**config.mk**
```make
export PLATFORM = sky130hd
export DESIGN_NAME = skv_front
export DESIGN_NICKNAME = d
export VERILOG_FILES = /design/src/rtl/core/skv_pkg.sv /design/src/rtl/core/skv_front.sv
export SDC_FILE = /design/constraint.sdc
export NUM_CORES = 1
export LEC_CHECK = 0
export ABC_CLOCK_PERIOD_IN_PS = 4300
export BUFFER_PORTS_ARGS = -buffer_cell sky130_fd_sc_hd__buf_2
export CORE_MARGIN = 10
export CORE_UTILIZATION = 54
export CTS_BUF_LIST = sky130_fd_sc_hd__clkbuf_4
export DETAILED_ROUTE_END_ITERATION = 8
export PLACE_DENSITY_LB_ADDON = 0.25
export SYNTH_ARGS = -nofsm -noshare
export SYNTH_HDL_FRONTEND = slang
export SYNTH_SLANG_ARGS = --single-unit
```
**constraint.sdc**
```tcl
create_clock -name clock -period 4.3 [get_ports clock]
set_input_delay 0.645 -clock clock [delete_from_list [all_inputs] [get_ports clock]]
set_output_delay 0.645 -clock clock [all_outputs]
set_load 0.005 [all_outputs]
```
**src/rtl/core/skv_pkg.sv**
```systemverilog
// Shared types and codes for the sorted key/value table.
package skv_pkg;

   localparam int KEY_PORT_BITS = 16;
   localparam int VALUE_BITS    = 32;
   localparam int STATUS_BITS   = 3;
   localparam int OP_BITS       = 2;
   localparam int QUEUE_DEPTH   = 2;

   localparam logic [OP_BITS-1:0] OP_INSERT = 2'd0;
   localparam logic [OP_BITS-1:0] OP_DELETE = 2'd1;
   localparam logic [OP_BITS-1:0] OP_DUMP   = 2'd2;
   localparam logic [OP_BITS-1:0] OP_CLEAR  = 2'd3;

   localparam logic [STATUS_BITS-1:0] ST_ENTRY    = 3'd0;
   localparam logic [STATUS_BITS-1:0] ST_EMPTY    = 3'd1;
   localparam logic [STATUS_BITS-1:0] ST_INSERTED = 3'd2;
   localparam logic [STATUS_BITS-1:0] ST_UPDATED  = 3'd3;
   localparam logic [STATUS_BITS-1:0] ST_DELETED  = 3'd4;
   localparam logic [STATUS_BITS-1:0] ST_NOTFOUND = 3'd5;
   localparam logic [STATUS_BITS-1:0] ST_FULL     = 3'd6;
   localparam logic [STATUS_BITS-1:0] ST_CLEARED  = 3'd7;

   typedef struct packed {
      logic [OP_BITS-1:0]       op;
      logic [KEY_PORT_BITS-1:0] key;
      logic [VALUE_BITS-1:0]    low;
      logic [VALUE_BITS-1:0]    high;
   } cmd_type;

   typedef struct packed {
      logic [STATUS_BITS-1:0]   status;
      logic [KEY_PORT_BITS-1:0] key;
      logic [VALUE_BITS-1:0]    low;
      logic [VALUE_BITS-1:0]    high;
      logic                     last;
   } rsp_type;

endpackage

```
**src/rtl/core/skv_front.sv**
```systemverilog
// Request front end: accepts transactions, masks the key and queues commands.
module skv_front #(
   parameter int KEY_W = 16
) (
   input  logic                                  clock,
   input  logic                                  reset,
   input  logic                                  push,
   output logic                                  full,
   input  logic [skv_pkg::OP_BITS-1:0]           req_operation,
   input  logic [skv_pkg::KEY_PORT_BITS-1:0]     req_entry_key,
   input  logic [skv_pkg::VALUE_BITS-1:0]        req_low_value,
   input  logic [skv_pkg::VALUE_BITS-1:0]        req_high_value,
   output logic                                  head_valid,
   output skv_pkg::cmd_type                      head_cmd,
   input  logic                                  head_pop
);

   localparam int DEPTH = skv_pkg::QUEUE_DEPTH;
   localparam int PTR_W = (DEPTH > 1) ? $clog2(DEPTH) : 1;
   localparam int CNT_W = $clog2(DEPTH + 1);
   localparam int KPW   = skv_pkg::KEY_PORT_BITS;

   skv_pkg::cmd_type   slot_ff [DEPTH];
   skv_pkg::cmd_type   new_cmd;
   logic [PTR_W-1:0]   wr_ptr_ff, wr_ptr_in;
   logic [PTR_W-1:0]   rd_ptr_ff, rd_ptr_in;
   logic [CNT_W-1:0]   cnt_ff, cnt_in;
   logic               accept;

   assign full       = (cnt_ff == CNT_W'(DEPTH));
   assign head_valid = (cnt_ff != '0);
   assign head_cmd   = slot_ff[rd_ptr_ff];
   assign accept     = push && !full;

   always_comb begin
      new_cmd.op   = req_operation;
      new_cmd.key  = KPW'(req_entry_key[KEY_W-1:0]);
      new_cmd.low  = req_low_value;
      new_cmd.high = req_high_value;
   end

   always_comb begin
      wr_ptr_in = wr_ptr_ff;
      rd_ptr_in = rd_ptr_ff;
      cnt_in    = cnt_ff;
      if (accept) begin
         wr_ptr_in = (wr_ptr_ff == PTR_W'(DEPTH - 1)) ? '0 : wr_ptr_ff + 1'b1;
      end
      if (head_pop) begin
         rd_ptr_in = (rd_ptr_ff == PTR_W'(DEPTH - 1)) ? '0 : rd_ptr_ff + 1'b1;
      end
      if (accept && !head_pop) begin
         cnt_in = cnt_ff + 1'b1;
      end else if (!accept && head_pop) begin
         cnt_in = cnt_ff - 1'b1;
      end
   end

   always_ff @(posedge clock) begin
      if (reset) begin
         wr_ptr_ff <= '0;
         rd_ptr_ff <= '0;
         cnt_ff    <= '0;
      end else begin
         wr_ptr_ff <= wr_ptr_in;
         rd_ptr_ff <= rd_ptr_in;
         cnt_ff    <= cnt_in;
      end
   end

   always_ff @(posedge clock) begin
      if (accept) begin
         slot_ff[wr_ptr_ff] <= new_cmd;
      end
   end

endmodule

```
# ---- After elaboration in Yosys (flattened, before gate mapping)
# Memory sizes are Yosys's and may differ from the RTL's. A register that Yosys moved wholly into a read port is not among the register bits.
# Cells that the tools add are included.
dict set report classes {
  addsub 4
  eq_ne 1
  mux 8
  n_reduce_logical 8
}
# cell count
set op_table {}
lappend op_table {{$mux W1} 6}
lappend op_table {{$mux W2} 2}
lappend op_table {{$reduce_bool A2 Y1} 2}
lappend op_table {{$logic_and A1 B1 Y1} 3}
lappend op_table {{$logic_not A1 Y1} 3}
lappend op_table {{$add A1 B1 Y1 const B} 2}
lappend op_table {{$add A2 B1 Y2 const B} 1}
lappend op_table {{$eq A2 B2 Y1 const B} 1}
lappend op_table {{$sub A2 B1 Y2 const B} 1}
dict set report word_totals {
  register_bits 4
  ram_bits 164
  word_cells 25
  memories 1
}
# memory words width read_ports rd_clocked_by_memory_dff write_ports line
set memory_table {}
lappend memory_table {slot_ff 2 82 1 1 1 skv_front.sv:23} ;# skv_pkg::cmd_type slot_ff [DEPTH];

# ---- Depth between registers and ports, before layout
# Gate-level depths: netlist of run 1.
dict set report logic_depth {
  ltp_word 7
  depth_mapped 6
  depth_no_buf 6
}

# ---- Worst setup path after synthesis of run 1
# Ideal clock, no wire load.
dict set report synth_timing {
  path_kind {input to register}
  from {input push}
  to {memory slot_ff[1][0] in the netlist's numbering, enable pin}
  setup_time_ns 0.450
  arrival_ns 2.740
  t_required_ns 3.850
  setup_slack_ns 1.111
  path_stages 3
  path_cell_list {inv_1 nor2_1 and2_1}
}
dict set report synth_between {
  elab_chain_len 3
}
# item line
set synth_lines {}
lappend synth_lines {{start, declared} skv_front.sv:7} ;# input logic push,
lappend synth_lines {{$logic_and A1 B1 Y1} skv_front.sv:33} ;# assign accept = push && !full;
lappend synth_lines {{$mux W1} skv_front.sv:72} ;# if (accept) begin
lappend synth_lines {{$mux W1 (not written as such)} skv_front.sv:73} ;# slot_ff[wr_ptr_ff] <= new_cmd;
lappend synth_lines {{end, declared} skv_front.sv:23}
# Every way passes these cells.

==> results of run 1 <==
-- metrics by stage --
| stage | hold slack (ns) | setup slack, ns | cells | total power (µW) | util |
|---|---|---|---|---|---|
| 3_3_place_gp | 0.471 | 1.89 | 582 | 2550 | 0.645 |
| 4_1_cts | 0.246 | 1.39 | 614 | 3490 | 0.672 |
| 2_1_floorplan | 0.452 | 1.11 | 280 | 2340 | - |
| 3_5_place_dp | 0.491 | 1.86 | 582 | 2560 | 0.645 |
| 5_1_grt | 0.219 | 1.29 | 614 | 3610 | 0.672 |
| 6_report | 0.308 | 1.47 | 614 | 3450 | 0.672 |
-- logic make-up after synthesis --
| family | share of synthesized area |
|---|---|
| XOR/XNOR | 0.00426 |
| multiplexers | 0.150 |
| buffers and inverters | 0.0177 |
| AO/OA/AOI/OAI | 0.00325 |
| flip-flops | 0.815 |
| AND/OR/NAND/NOR | 0.00792 |
| adder cells (fa/ha/maj) | 0.00203 |
-- Yosys cell counts (2+ instances only) --
library cell / n
o21ai_0: 2
or3_1: 2
inv_1: 3
mux2_2: 82
xor2_1: 2
a21oi_1: 2
edfxtp_1: 164
buf_6: 8
nor2_1: 4
dfxtp_1: 5
-- state kept, by name, indices dropped and copies added (netlist names), named ones only --
register   cells
wr_ptr_ff      1
slot_ff      164
cnt_ff         2
rd_ptr_ff      1
-- worst max-delay path, delay by kind of cell (launching register included) --
family	cells	cell delay, ns
multiplexers	1	0.43
buffers and inverters	1	0.13
flip-flops	1	1.04
-- path summary, 6_finish.rpt --
kind                            from        endpoint  slack, ns
setup / recovery           flip-flop    head_cmd[25]       1.47
hold / removal    req_high_value[10]  slot_ff[0][10]       0.31
setup reg to reg           cnt_ff[0]  slot_ff[0][60]       2.18
hold reg to reg            cnt_ff[1]       cnt_ff[1]       0.53
-- cell type report --
type                            instances  area, µm²
Clock buffer                           24        180
Clock inverter                          8        125
Fill cell                             782       3610
Inverter                                3       12.5
Multi-Input combinational cell         99       1030
Sequential cell                       169       5030
Tap cell                              140        175
Timing Repair Buffer                  171        861
-- per-layer routing --
layer  global-route usage  share of wire  up-vias
met3               0.0637          0.080        7
met2                0.231           0.51      116
li1                     -              -     1471
met4               0.0509         0.0076        0
met5                    0              0        -
met1                0.170           0.40     1551
-- power breakdown --
part / internal [µW] / switching, µW / total, µW / leakage [µW]
Sequential: 2000 / 65.3 / 2060 / 0.00157
Combinational: 228 / 223 / 451 / 0.00105
Clock: 450 / 486 / 936 / 0.000169
Total: 2670 / 774 / 3450 / 0.00279
==> out/qor.csv, run 1 <==
stage,metric,value,unit
outcome,status,completed,
timing,min_period_over_period,0.659,
layout,drive_gt1_frac,0.612,
clock_network,clockBufferDepth,2,
drt,drc,0,
placement,dpl.hpwl,7940,µm
setup_path,arrival,2.19,ns
yosys,avgSynthCellArea,22.0,µm²
clock_network,cts-root-buf,clkbuf_4,
timing,maxSlewHeadroom,0.265,
floorplanning,dieArea,16100,µm²
floorplanning,rows,38,
clock_network,cts_resized,0,
timing,hold_violations,0,
yosys,synthCells,280,
layout,insertedDiodeCount,0,
global_routing,track_usage,0.144,
job,maxCapViolCount,0,
floorplanning,die_h,127,µm
timing,setup_viol,0,
drt,wire_per_inst,19.0,µm
layout,final_cell_mix,"buf_2 (169), edfxtp_1 (164), mux2_2 (82), clkbuf_4 (24)",
clock_network,cts_tree,yes,
yosys,synth.distinct_cells,16,
setup_path,max_stage_delay,1.04,ns
yosys,yosysSeqAreaShare,0.815,
setup_path,crit_required,3.65,ns
setup_path,critical_path.max_fanout,82,
yosys,syn-cell-area,6160,µm²
setup_path,critPathKind,flip-flop to output port,
power_and_ir_drop,vdd_drop_max,0.325,mV
drt,viasPerCell,5.12,
hold_path,hold_path_depth,1,
timing,worst_pin_slew,1.10,ns
setup_path,reg2reg_depth,4,
clock_network,holdBufCountCts,0,
yosys,synthTopCellsByArea,"edfxtp_1 (80%), mux2_2 (15%), dfxtp_1 (1.6%)",
setup_path,crit_slowest_cell,dfxtp_4,
setup_path,cp-end-kind,output port,
global_routing,grt_pass1_vias,3465,
yosys,syn_nets,367,
layout,stdcell_area,7420,µm²
clock_network,clkSlewWorstSetupHoldPaths,0.13,ns
timing,fmax,0.353,GHz
timing,slew_viol_final,0,
layout,area_growth_syn_to_layout,20.3,%
layout,final_common_cell,buf_2,
yosys,synth_warnings,0,
global_routing,grt_pass1_wl,18000,µm
drt,drt-total-wl,11700,µm
timing,rsz0062_at_grt,no,
yosys,synth_edf_count,164,
floorplanning,start_util,0.559,
drt,vias,3145,
yosys,yosysTopAreaCell,edfxtp_1,
clock_network,htree_levels,4,
yosys,async_reset_ff_frac,0,
timing,tns,0,ns
yosys,synth_top_area_frac,0.799,
power_and_ir_drop,leakage,0.00279,µW
placement,portBuffers,169,
clock_network,cts_buffers,17,
drt,ant_nets,0,
yosys,ys_ff_latch,169,
clock_network,cts.sinks,169,
global_routing,antenna_found_initial,0,
timing,fin_crit,2.83,ns
drt,drt_iter0_drc,226,
global_routing,overflow,0,
setup_path,worst_setup_path_start_kind,flip-flop,
global_routing,grt_max_degree,83,
hold_path,hp-class,input port to flip-flop,
layout,final_net_count,548,
floorplanning,die_w,127,µm
timing,finalClockSkew,0.0225,ns
setup_path,path_cells,mux2_2 > buf_2,
power_and_ir_drop,powerDensity,465,nW/µm²
placement,placed_area,7110,µm²
floorplanning,coreArea,11000,µm²
clock_network,cts_setup_buffers,0,
placement,globalplace.congestion,0.702,
floorplanning,io_pins,170,
drt,dr.pass1.iters,4,
yosys,synthFlopType,edfxtp_1,
clock_network,clock_latency,0.51,ns
Power figures use the tool's default switching activity.
==> run 2: changes to the inputs <==
--- a/config.mk
+++ b/config.mk
@@ -5,10 +5,11 @@
 export SDC_FILE = /design/constraint.sdc
 export NUM_CORES = 1
 export LEC_CHECK = 0
-export ABC_CLOCK_PERIOD_IN_PS = 4300
+export ABC_AREA = 1
+export ABC_CLOCK_PERIOD_IN_PS = 2700
 export BUFFER_PORTS_ARGS = -buffer_cell sky130_fd_sc_hd__buf_2
 export CORE_MARGIN = 10
-export CORE_UTILIZATION = 54
+export CORE_UTILIZATION = 55
 export CTS_BUF_LIST = sky130_fd_sc_hd__clkbuf_4
 export DETAILED_ROUTE_END_ITERATION = 8
 export PLACE_DENSITY_LB_ADDON = 0.25
==> constraint.sdc (replaced) <==
create_clock -name clock -period 2.7 [get_ports clock]
set_input_delay 0.405 -clock clock [delete_from_list [all_inputs] [get_ports clock]]
set_output_delay 0.405 -clock clock [all_outputs]
set_load 0.005 [all_outputs]
==> out/qor.csv, run 2 <==
stage,metric,value,unit
yosys,yosysMostFrequentCell,edfxtp_1,
yosys,synth_edf_count,164,
floorplanning,rows,39,
layout,final_common_cell,buf_2,
yosys,synth_top_area_frac,0.751,
power_and_ir_drop,powerDensity,652,nW/µm²
drt,drt-total-wl,12700,µm
setup_path,crit_cells,3,
yosys,synthTopCellsByArea,"edfxtp_1 (75%), mux2_4 (18%), buf_12 (2.4%)",
setup_path,worst_setup_path_start_kind,flip-flop,
layout,top_register,slot_ff,
setup_path,arrival,1.97,ns
drt,drt_iter0_drc,228,
yosys,syn-cell-area,6560,µm²
setup_path,cp-end-kind,output port,
yosys,synth.cells.most_frequent,"edfxtp_1 (164), mux2_4 (80), inv_1 (9), buf_12 (8), nor2_1 (8)",
clock_network,holdBufCountCts,9,
layout,final_net_count,625,
timing,setup_viol,0,
global_routing,track_usage,0.145,
clock_network,cts_setup_buffers,0,
layout,insertedDiodeCount,0,
floorplanning,start_util,0.567,
layout,final_cell_mix,"buf_2 (169), edfxtp_1 (164), mux2_4 (80), dlygate4sd3_1 (62), clkbuf_4 (17)",
clock_network,clock_latency,0.53,ns
global_routing,grt_max_degree,48,
timing,slew_viol_final,0,
yosys,async_reset_ff_frac,0,
drt,dr.pass1.iters,4,
timing,min_period_over_period,0.878,
hold_path,hp-class,input port to flip-flop,
timing,worst_hold_slack,0.0590,ns
global_routing,grt_pass1_wl,18000,µm
yosys,ys_ff_latch,169,
placement,globalplace.congestion,0.706,
power_and_ir_drop,leakage,0.00338,µW
setup_path,path_cells,buf_4 > mux2_4 > buf_2,
setup_path,critical_path.max_fanout,19,
placement,place_ws,0.890,ns
drt,drc,0,
layout,multi_input_area,1340,µm²
layout,area_growth_syn_to_layout,28.3,%
layout,fillerInstances,727,
timing,tns,0,ns
power_and_ir_drop,vdd_drop_max,0.461,mV
timing,hold_violations,0,
clock_network,clockBufferDepth,2,
yosys,synthCells,290,
layout,seqCellArea,5030,µm²
clock_network,htree_levels,4,
outcome,status,completed,
setup_path,max_stage_delay,0.60,ns
global_routing,grt_pass1_vias,3450,
layout,top_regs,"slot_ff x164, cnt_ff x2",
floorplanning,coreArea,11600,µm²
setup_path,crit_slowest_cell,dfxtp_4,
setup_path,reg2reg_depth,9,
placement,portBuffers,169,
placement,dpl.hpwl,8520,µm
timing,rsz0062_at_grt,no,
job,maxCapViolCount,0,
layout,largest_reg_flops,164,
setup_path,crit_required,2.30,ns
floorplanning,io_pins,170,
yosys,syn_nets,377,
setup_path,path_buf_inv,2,
clock_network,cts.sinks,169,
timing,fmax,0.422,GHz
setup_path,critPathKind,flip-flop to output port,
drt,ant_nets,0,
clock_network,clkSlewWorstSetupHoldPaths,0.12,ns
timing,finalClockSkew,0.0139,ns
yosys,avgSynthCellArea,22.6,µm²
setup_path,critPathTopFamily,flip-flops,
yosys,yosysTopAreaCell,edfxtp_1,
timing,worst_pin_slew,0.633,ns
global_routing,overflow,0,
timing,setup_ws,0.329,ns
placement,placed_cells,600,
yosys,synth.distinct_cells,16,
floorplanning,die_h,129,µm
clock_network,cts_buffers,17,
drt,viasPerCell,4.89,
clock_network,cts_resized,0,
yosys,synthFlopType,edfxtp_1,
clock_network,cts-root-buf,clkbuf_4,
drt,vias,3391,
drt,wire_per_inst,18.4,µm
global_routing,antenna_found_initial,0,
layout,fin_cells,694,
timing,maxSlewHeadroom,0.578,
clock_network,cts_tree,yes,
floorplanning,die_w,129,µm
floorplanning,dieArea,16700,µm²
yosys,yosysSeqAreaShare,0.767,
hold_path,hold_path_depth,1,
layout,drive_gt1_frac,0.525,
timing,fin_crit,2.37,ns
yosys,synth_warnings,0,
## run 2: changes by cell type after synthesis, moves of 5 or more
| cell | previous run | this run |
|---|---|---|
| nand2_1 | 0 | 5 |
| inv_1 | 3 | 9 |
| buf_6 | 8 | 1 |
| buf_12 | 0 | 8 |
| mux2_4 | 0 | 80 |
| mux2_2 | 82 | 2 |
## run 2: worst paths after layout
check	from	end	slack [ns]
worst max-delay path	flip-flop	head_cmd[77]	0.33
worst min-delay path	req_high_value[12]	slot_ff[0][12]	0.06
worst max register to register	cnt_ff[1]	cnt_ff[1]	0.95
worst min register to register	wr_ptr_ff	wr_ptr_ff	0.54
## run 2: final cells by class
type                            instances  area share
Timing Repair Buffer                  238       0.184
Clock buffer                           17      0.0152
Sequential cell                       169       0.598
Inverter                                9     0.00402
Multi-Input combinational cell        103       0.159
Tap cell                              143      0.0213
Clock inverter                         15      0.0189
## run 2: power breakdown
part	switching, µW	internal [µW]
combinational	381	487
sequential	69.2	3120
clock	801	624
total	1250	4230
## run 2: through the flow
stage                     utilization  instance area, µm²  power (µW)
final                           0.727                8410        5480
after global routing            0.727                8410        5740
after CTS                       0.681                7880        5500
after detailed placement        0.649                7500        4070
after global placement          0.649                7500        4040
after floorplan                     -                6560        3760
## run 2: metal layers
metal	GRT usage	up-vias	part of all wire	wire, µm
li1	-	1624	-	-
met1	0.148	1631	0.36	4540
met2	0.249	121	0.53	6780
met3	0.0657	15	0.095	1210
met4	0.0662	0	0.017	212
met5	0	-	0	0
## run 2: logic make-up (layout without fill, tap and decap cells)
| family | Yosys count | count (layout) | share of synthesized area |
|---|---|---|---|
| AO/OA/AOI/OAI | 4 | 4 | 0.00305 |
| XOR/XNOR | 1 | 1 | 0.00134 |
| adder cells (fa/ha/maj) | 1 | 1 | 0.00191 |
| buffers and inverters | 18 | 279 | 0.0313 |
| flip-flops | 169 | 169 | 0.767 |
| multiplexers | 82 | 82 | 0.187 |
| AND/OR/NAND/NOR | 15 | 15 | 0.00916 |
